==> config.mk <==
export PLATFORM = sky130hd
export DESIGN_NAME = mvpid_ctrl
export DESIGN_NICKNAME = d
export VERILOG_FILES = /design/src/rtl/mvpid_pkg.sv /design/src/rtl/mvpid_ctrl.sv
export SDC_FILE = /design/constraint.sdc
export NUM_CORES = 1
export LEC_CHECK = 0
export BUFFER_PORTS_ARGS = -buffer_cell sky130_fd_sc_hd__buf_2
export CAP_MARGIN = 40
export CELL_PAD_IN_SITES_DETAIL_PLACEMENT = 1
export CELL_PAD_IN_SITES_GLOBAL_PLACEMENT = 1
export CORE_AREA = 2 2 39 41
export DETAILED_ROUTE_END_ITERATION = 10
export DIE_AREA = 0 0 41 43
export PLACE_DENSITY = 0.74
export SLEW_MARGIN = 40
export SYNTH_ARGS = -nofsm -noshare
export SYNTH_HDL_FRONTEND = slang
export SYNTH_SLANG_ARGS = --single-unit
==> constraint.sdc <==
create_clock -name clock -period 1.8 [get_ports clock]
set_clock_uncertainty 0.15 [all_clocks]
set_input_delay 0.18 -clock clock [delete_from_list [all_inputs] [get_ports clock]]
set_output_delay 0.18 -clock clock [all_outputs]
set_load 0.02 [all_outputs]
==> src/rtl/mvpid_pkg.sv <==
// ----------------------------------------------------------------------------
// mvpid_pkg: shared types and constants of the velocity PID block
// Register indexes, request codes and the controller/datapath interface.
// ----------------------------------------------------------------------------
package mvpid_pkg;

   localparam int DefaultNumChannels = 4;

   localparam logic [1:0] REQ_COMPUTE = 2'd0;
   localparam logic [1:0] REQ_INIT    = 2'd1;
   localparam logic [1:0] REQ_RESET   = 2'd2;

   localparam logic [2:0] CSR_KP      = 3'd0;
   localparam logic [2:0] CSR_KI      = 3'd1;
   localparam logic [2:0] CSR_KD      = 3'd2;
   localparam logic [2:0] CSR_PERIOD  = 3'd3;
   localparam logic [2:0] CSR_THRESH  = 3'd4;
   localparam logic [2:0] CSR_IMAX    = 3'd5;
   localparam logic [2:0] CSR_OUT_MIN = 3'd6;
   localparam logic [2:0] CSR_OUT_MAX = 3'd7;

   localparam logic [1:0] MUL_ERR_SP = 2'd0;
   localparam logic [1:0] MUL_KP_ERR = 2'd1;
   localparam logic [1:0] MUL_KI_INT = 2'd2;
   localparam logic [1:0] MUL_KD_DIF = 2'd3;

   localparam int DivSteps = 64;

   typedef struct packed {
      logic       load;
      logic       mul_go;
      logic [1:0] mul_sel;
      logic       upd_integ;
      logic       cap_p;
      logic       cap_i;
      logic       div_start;
      logic       div_step;
      logic       finish;
   } cmd_type;

   typedef struct packed {
      logic compute_ok;
      logic div_done;
   } sts_type;

endpackage

==> src/rtl/mvpid_ctrl.sv <==
// ----------------------------------------------------------------------------
// mvpid_ctrl: sequencer of the velocity PID block
// Steps the shared multiplier and the divider and owns the result valid.
// ----------------------------------------------------------------------------
module mvpid_ctrl
   import mvpid_pkg::*;
(
   input  logic    clock,
   input  logic    reset,
   input  logic    req_tvalid,
   output logic    req_tready,
   output logic    rsp_tvalid,
   input  logic    rsp_tready,
   output cmd_type cmd,
   input  sts_type sts
);

   localparam logic [3:0] S_IDLE   = 4'd0;
   localparam logic [3:0] S_DECIDE = 4'd1;
   localparam logic [3:0] S_M1     = 4'd2;
   localparam logic [3:0] S_M2     = 4'd3;
   localparam logic [3:0] S_M3     = 4'd4;
   localparam logic [3:0] S_M4     = 4'd5;
   localparam logic [3:0] S_DIV0   = 4'd6;
   localparam logic [3:0] S_DIV    = 4'd7;
   localparam logic [3:0] S_FIN    = 4'd8;

   logic [3:0] state_ff, state_in;
   logic       valid_ff, valid_in;
   logic       out_free;

   assign out_free   = !valid_ff || rsp_tready;
   assign req_tready = (state_ff == S_IDLE);
   assign rsp_tvalid = valid_ff;

   always_comb begin
      cmd      = '0;
      state_in = state_ff;
      valid_in = valid_ff && !rsp_tready;
      case (state_ff)
         S_IDLE: begin
            if (req_tvalid) begin
               cmd.load = 1'b1;
               state_in = S_DECIDE;
            end
         end
         S_DECIDE: state_in = sts.compute_ok ? S_M1 : S_FIN;
         S_M1: begin
            cmd.mul_go  = 1'b1;
            cmd.mul_sel = MUL_ERR_SP;
            state_in    = S_M2;
         end
         S_M2: begin
            cmd.upd_integ = 1'b1;
            cmd.mul_go    = 1'b1;
            cmd.mul_sel   = MUL_KP_ERR;
            state_in      = S_M3;
         end
         S_M3: begin
            cmd.cap_p   = 1'b1;
            cmd.mul_go  = 1'b1;
            cmd.mul_sel = MUL_KI_INT;
            state_in    = S_M4;
         end
         S_M4: begin
            cmd.cap_i   = 1'b1;
            cmd.mul_go  = 1'b1;
            cmd.mul_sel = MUL_KD_DIF;
            state_in    = S_DIV0;
         end
         S_DIV0: begin
            cmd.div_start = 1'b1;
            state_in      = S_DIV;
         end
         S_DIV: begin
            if (sts.div_done) state_in = S_FIN;
            else cmd.div_step = 1'b1;
         end
         S_FIN: begin
            if (out_free) begin
               cmd.finish = 1'b1;
               valid_in   = 1'b1;
               state_in   = S_IDLE;
            end
         end
         default: state_in = S_IDLE;
      endcase
   end

   always_ff @(posedge clock) begin
      if (reset) begin
         state_ff <= S_IDLE;
         valid_ff <= 1'b0;
      end else begin
         state_ff <= state_in;
         valid_ff <= valid_in;
      end
   end

endmodule

==> metrics.txt, run 1 <==
run status=finished, final reports clean; DR top layer=met4; Syn Nets=54; vias in the first global route=335; final hold vios=0; Yosys warnings=0; global placer's final weighted congestion=0.6962; wl on met1=496 um; Lkg Pwr=0.0002127 uW; antenna-violating nets left=0; Die Ht=43 um; layout cell share with drive strength beyond 1=0.3636; critical path startpoint category=register; #FFs+latches synth=5; Hold Crit Class=in2reg; sequential share of the synthesized area=0.2899; Reg clk slew, reported paths=0.04 ns; # port buffers=17; Wirelength per Cell=12.28 um; largest family of logic cells by synthesized area=simple AND/OR/NAND/NOR gates; first-pass GRT wire length=1524 um; CP peak stage delay=approximately 0.43 ns; die width=41 um; CP cell instances=nand2b_1 -> nor3_1 -> buf_2; clk_lat worst skew=around 0.23 ns; ys async rst share=0; fin nets=73; fin crit period=about 1.6 ns; CP endpoint=cmd[1]; root buffer selected by CTS=clkbuf_4; hpwl dp=760.3 um; # diodes=0; # DRC=0; Fin Setup TNS=0 ns; area share of xor/xnor cells in the synthesized design=0.02536; setup violators final=0; post-DR vias/cell=4.902; drt first-iter violations=1; R2R cell count=3; slew margin rel.=0.7040; VDD IR max=0.2931 mV; clock tree buffer depth=2; worst slew pin tran=0.4434 ns; critical path fanouts, max=13; DRT Pass-1 Iters=4; RSZ-0062 raised after global routing=no; Slowest cell on crit path=dfxtp_1; FP Rows=14; Max Cap Viol=0; total number of vias=402; Core Footprint=approximately 1400 um2; Adder-Cell Fraction of Synth Area=0; Critical Path Source=state_ff[3]$_SDFFE_PP0P_; die area=approximately 1800 um2; Distinct cells, synth=24; CTS tree=built; max-slew violations=0; kind of critical path=reg2out; largest net degree at the start of global routing=17; CTS Sinks=5; CP Capture Type=primary output; Tcrit/Tclk final=0.9162; gr ovfl total=0; Worst EP arrival=~1.3 ns; initial antenna violation count=0; multiplexer share of the synthesized area=0.02899; final core occ=0.3400; power density cells=693.8 nW/um2; area delta synth->final=36.23%; worst endpoint required time=1.47 ns; Synth Instances=48; R2R setup slack=0.37 ns; CTS H-tree depth=1; EDFF count, synth=0; GRT Overall Usage=0.1295; Starting Density=0.2495; Met2 Routed Length=439 um; Compound-Gate Fraction of Synth Area=0.1993; Mapped Area=345.3 um2; worst reg2reg startpoint=state_ff[2]$_SDFFE_PP0P_; prevailing post-synth register cell=dfxtp_1; Met3 Wirelength=about 61 um; Critical R2R Capture=state_ff[3]$_SDFFE_PP0P_; fmax=about 610 MHz; Avg Inst Size Synth=7.194 um2; I/O pin count=18; WL final=1007 um; Synth Area in Simple Gates=0.4022; TritonCTS Buffers=3
through the flow:
step                total power, uW  std cells  instance area [um2]  hold slack, ns  worst slack (ns)
floorplan                     178.2         48                351.6         0.09465            0.1372
global placement              202.3         78                441.7          0.2640            0.3209
detailed placement            205.5         78                441.7          0.2747            0.2717
CTS                           335.8         82                467.9         0.02084           0.04727
global route                  350.9         82                470.5         0.03733           0.05482
finish                        326.4         82                470.5         0.02942            0.1508
synth_stat cells (all sizes together), types with 2 or more instances:
cell type | instances | area share
a211oi | 3 | 0.080
a21oi | 2 | 0.029
buf | 3 | 0.043
dfxtp | 5 | 0.29
nand2 | 5 | 0.054
nor2 | 5 | 0.054
nor2b | 2 | 0.036
nor3 | 7 | 0.10
o21ai | 3 | 0.043
critical path, delay by kind of cell (launching register included):
kind	cells	cell delay (ns)
DFF	1	0.43
and+or+nand+nor	2	0.46
buffers and inverters	1	0.19
worst min-delay path by stage:
stage	slack (ns)	cells after the start	to	startpoint
floorplan	0.09	1	state_ff[3]$_SDFFE_PP0P_	reset
global placement	0.26	2	state_ff[3]$_SDFFE_PP0P_	reset
detailed placement	0.27	2	state_ff[3]$_SDFFE_PP0P_	reset
CTS	0.02	2	state_ff[3]$_SDFFE_PP0P_	reset
global route	0.04	2	state_ff[3]$_SDFFE_PP0P_	reset
finish	0.03	2	state_ff[3]$_SDFFE_PP0P_	reset
kinds of logic after synthesis:
logic type	after synthesis
XOR/XNOR	1
AO/OA/AOI/OAI	10
multiplexers	1
flip-flops	5
buffers and inverters	4
AND/OR/NAND/NOR	27
per-layer routing:
layer,global-route usage,vias to the layer above
li1,-,205
met1,0.1833,181
met2,0.1688,14
met3,0.01571,2
met4,0.1000,0
met5,0,-
state kept, by name, indices dropped and copies added, names as in the netlist:
name,count
rsp_tvalid,1
state_ff,4
timing repair:
action                                  in CTS  in global routing
resized for setup                            0                  2
buffers inserted                             0                  0
hold endpoints to repair                     0                  0
endpoints found under the setup margin       0                  5
hold buffers                                 0                  0
layout make-up:
type                       instances  area, um2
clock buffer                       4      26.28
sequential                         5      102.6
timing repair buffer              17      85.08
tap                               16      20.02
fill                             188      913.4
multi-input combinational         39      232.7
inverter                           1      3.754
report_power, final:
part           switching (uW)  internal (uW)  leakage (uW)
Sequential               15.0            117     0.0000416
Combinational            41.9           29.3      0.000156
Clock                    39.8           83.4     0.0000150
cells in the final DEF, fill, tap and decap left out, types with 2 or more instances in the layout:
| cell | synthesis | layout |
|---|---|---|
| buf_2 | 3 | 17 |
| nand2_1 | 5 | 5 |
| nor2b_1 | 2 | 2 |
| nor3_1 | 7 | 7 |
| a21oi_1 | 2 | 2 |
| clkbuf_4 | 0 | 3 |
| o21ai_0 | 2 | 2 |
| nor2_1 | 5 | 5 |
| dfxtp_2 | 0 | 2 |
| dfxtp_1 | 5 | 3 |
| a211oi_1 | 2 | 2 |
(Power assumes the default switching activity.)
==> inputs of run 2 (changes only) <==
RECOVER_POWER = 50   (was default)
==> metrics.txt, run 2 (synthesis results as in run 1) <==
run status=finished, final reports clean (unchanged); first-pass GRT wire length=1524 um (unchanged); slew margin rel.=0.7033 (was 0.7040); hpwl dp=760.3 um (unchanged); TritonCTS Buffers=3 (unchanged); Fin Setup TNS=0 ns (unchanged); Cell Area, Placed=441.7 um2 (unchanged); hold_ws=0.02942 ns (unchanged); kind of critical path=reg2out (unchanged); clk_lat worst skew=0.23 ns (about the same); initial antenna violation count=0 (unchanged); Lkg Pwr=0.0002051 uW (was 0.0002127 uW); CTS tree=built (unchanged); post-DR vias/cell=4.890 (was 4.902); gr ovfl total=0 (unchanged); commonest non-fill, non-tap cell in the layout=buf_2 (unchanged); GRT Overall Usage=0.1295 (unchanged); # port buffers=17 (unchanged); Worst EP arrival=1.32 ns (about the same); most frequent cells in the layout=15 x buf_2, 7 x nor3_1, 5 x nand2_1, 5 x nor2_1 (was 17 x buf_2, 7 x nor3_1, 5 x nand2_1, 5 x nor2_1); setup violators final=0 (unchanged); Starting Density=0.2495 (unchanged); Core Footprint=1384 um2 (unchanged); worst slew pin tran=0.4444 ns (was 0.4434 ns); Non-Filler Instances=82 (unchanged); # DRC=0 (unchanged); power density cells=695.3 nW/um2 (was 693.8 nW/um2); CTS H-tree depth=1 (unchanged); Die Ht=43 um (unchanged); DP Cell Count=78 (unchanged); CP cell instances=nand2b_1 -> nor3_1 -> buf_2 (unchanged); Top reg by flops=state_ff (unchanged); vias in the first global route=335 (unchanged); fin area=467.9 um2 (was 470.5 um2); Wirelength per Cell=12.33 um (was 12.28 um); CP peak stage delay=0.43 ns (about the same); FP Rows=14 (unchanged); layout cell share with drive strength beyond 1=0.3333 (was 0.3636); I/O pin count=18 (unchanged); largest net degree at the start of global routing=17 (unchanged); hold buffer count at cts=0 (unchanged); critical path startpoint category=register (unchanged); die area=1763 um2 (unchanged); Max Cap Viol=0 (unchanged); antenna-violating nets left=0 (unchanged); area delta synth->final=35.51% (was 36.23%); fin crit period=1.650 ns (was 1.649 ns); fin nets=73 (unchanged); root buffer selected by CTS=clkbuf_4 (unchanged); Reg clk slew, reported paths=0.04 ns (about the same); DR top layer=met4 (unchanged); CP Capture Type=primary output (unchanged); critical path fanouts, max=13 (unchanged); die width=41 um (unchanged); max reg flops=4 (unchanged); VDD IR max=0.2928 mV (was 0.2931 mV); CTS Sinks=5 (unchanged); global placer's final weighted congestion=0.6962 (unchanged); DRT Pass-1 Iters=4 (unchanged); Met3 Wirelength=66 um (was 61 um); worst endpoint required time=1.47 ns (about the same); clock tree buffer depth=2 (unchanged); max-slew violations=0 (unchanged); Setup Buffers After CTS=0 (unchanged); Slowest cell on crit path=dfxtp_1 (unchanged); Hold Crit Class=in2reg (unchanged); fmax=606.1 MHz (was 606.3 MHz); final hold vios=0 (unchanged); drt first-iter violations=3 (was 1); Tcrit/Tclk final=0.9166 (was 0.9162); Met2 Routed Length=438 um (was 439 um); wl on met1=496 um (unchanged); total number of vias=401 (was 402); RSZ-0062 raised after global routing=no (unchanged); WL final=1011 um (was 1007 um); # diodes=0 (unchanged)
run 2: cell types whose count changed in the layout (fill, tap and decap cells not counted), sizes merged:
cell,delta
buf,-2
clkbuf,+2
run 2: area by class of cell:
| cell class | instances | area [um2] |
|---|---|---|
| fill | 189 | 915.9 |
| multi-input combinational | 39 | 232.7 |
| sequential | 5 | 102.6 |
| timing repair buffer | 17 | 82.58 |
| clock buffer | 4 | 26.28 |
| tap | 16 | 20.02 |
| inverter | 1 | 3.754 |
run 2: power breakdown:
group	switching, uW	internal, uW
Clock	39.8	83.4
Combinational	42.1	28.1
Sequential	15.0	117
Total	96.9	229
run 2: per-layer routing:
metal / vias up / global-route usage
met2: 14 / 0.1688
li1: 205 / -
met5: - / 0
met1: 180 / 0.1833
met3: 2 / 0.01571
met4: 0 / 0.1000
run 2: final timing paths:
kind / from / slack [ns] / cells after the start / to
max: state_ff[3]$_SDFFE_PP0P_ / 0.15 / 3 / cmd[1]
min reg2reg: state_ff[2]$_SDFFE_PP0P_ / 0.47 / 2 / state_ff[0]$_SDFFE_PP0P_
min: reset / 0.03 / 2 / state_ff[3]$_SDFFE_PP0P_
max reg2reg: state_ff[2]$_SDFFE_PP0P_ / 0.37 / 3 / state_ff[3]$_SDFFE_PP0P_
run 2: repair_timing:
item,in CTS,in global routing
gates resized for setup,0,2
endpoints found under the setup margin,0,5
hold endpoints to repair,0,0
run 2: stage by stage:
step,util,worst slack [ns],total power [uW]
CTS,0.3382,0.04727,335.8
finish,0.3382,0.1501,325.4
global route,0.3382,0.05481,349.8
detailed placement,0.3192,0.2717,205.5
global placement,0.3192,0.3209,202.3
floorplan,-,0.1372,178.2
run 2: critical path: cells and delay by family, from the launching register on:
family | cells | cell delay [ns]
buffers and inverters | 1 | 0.19
DFF | 1 | 0.43
and+or+nand+nor | 2 | 0.46
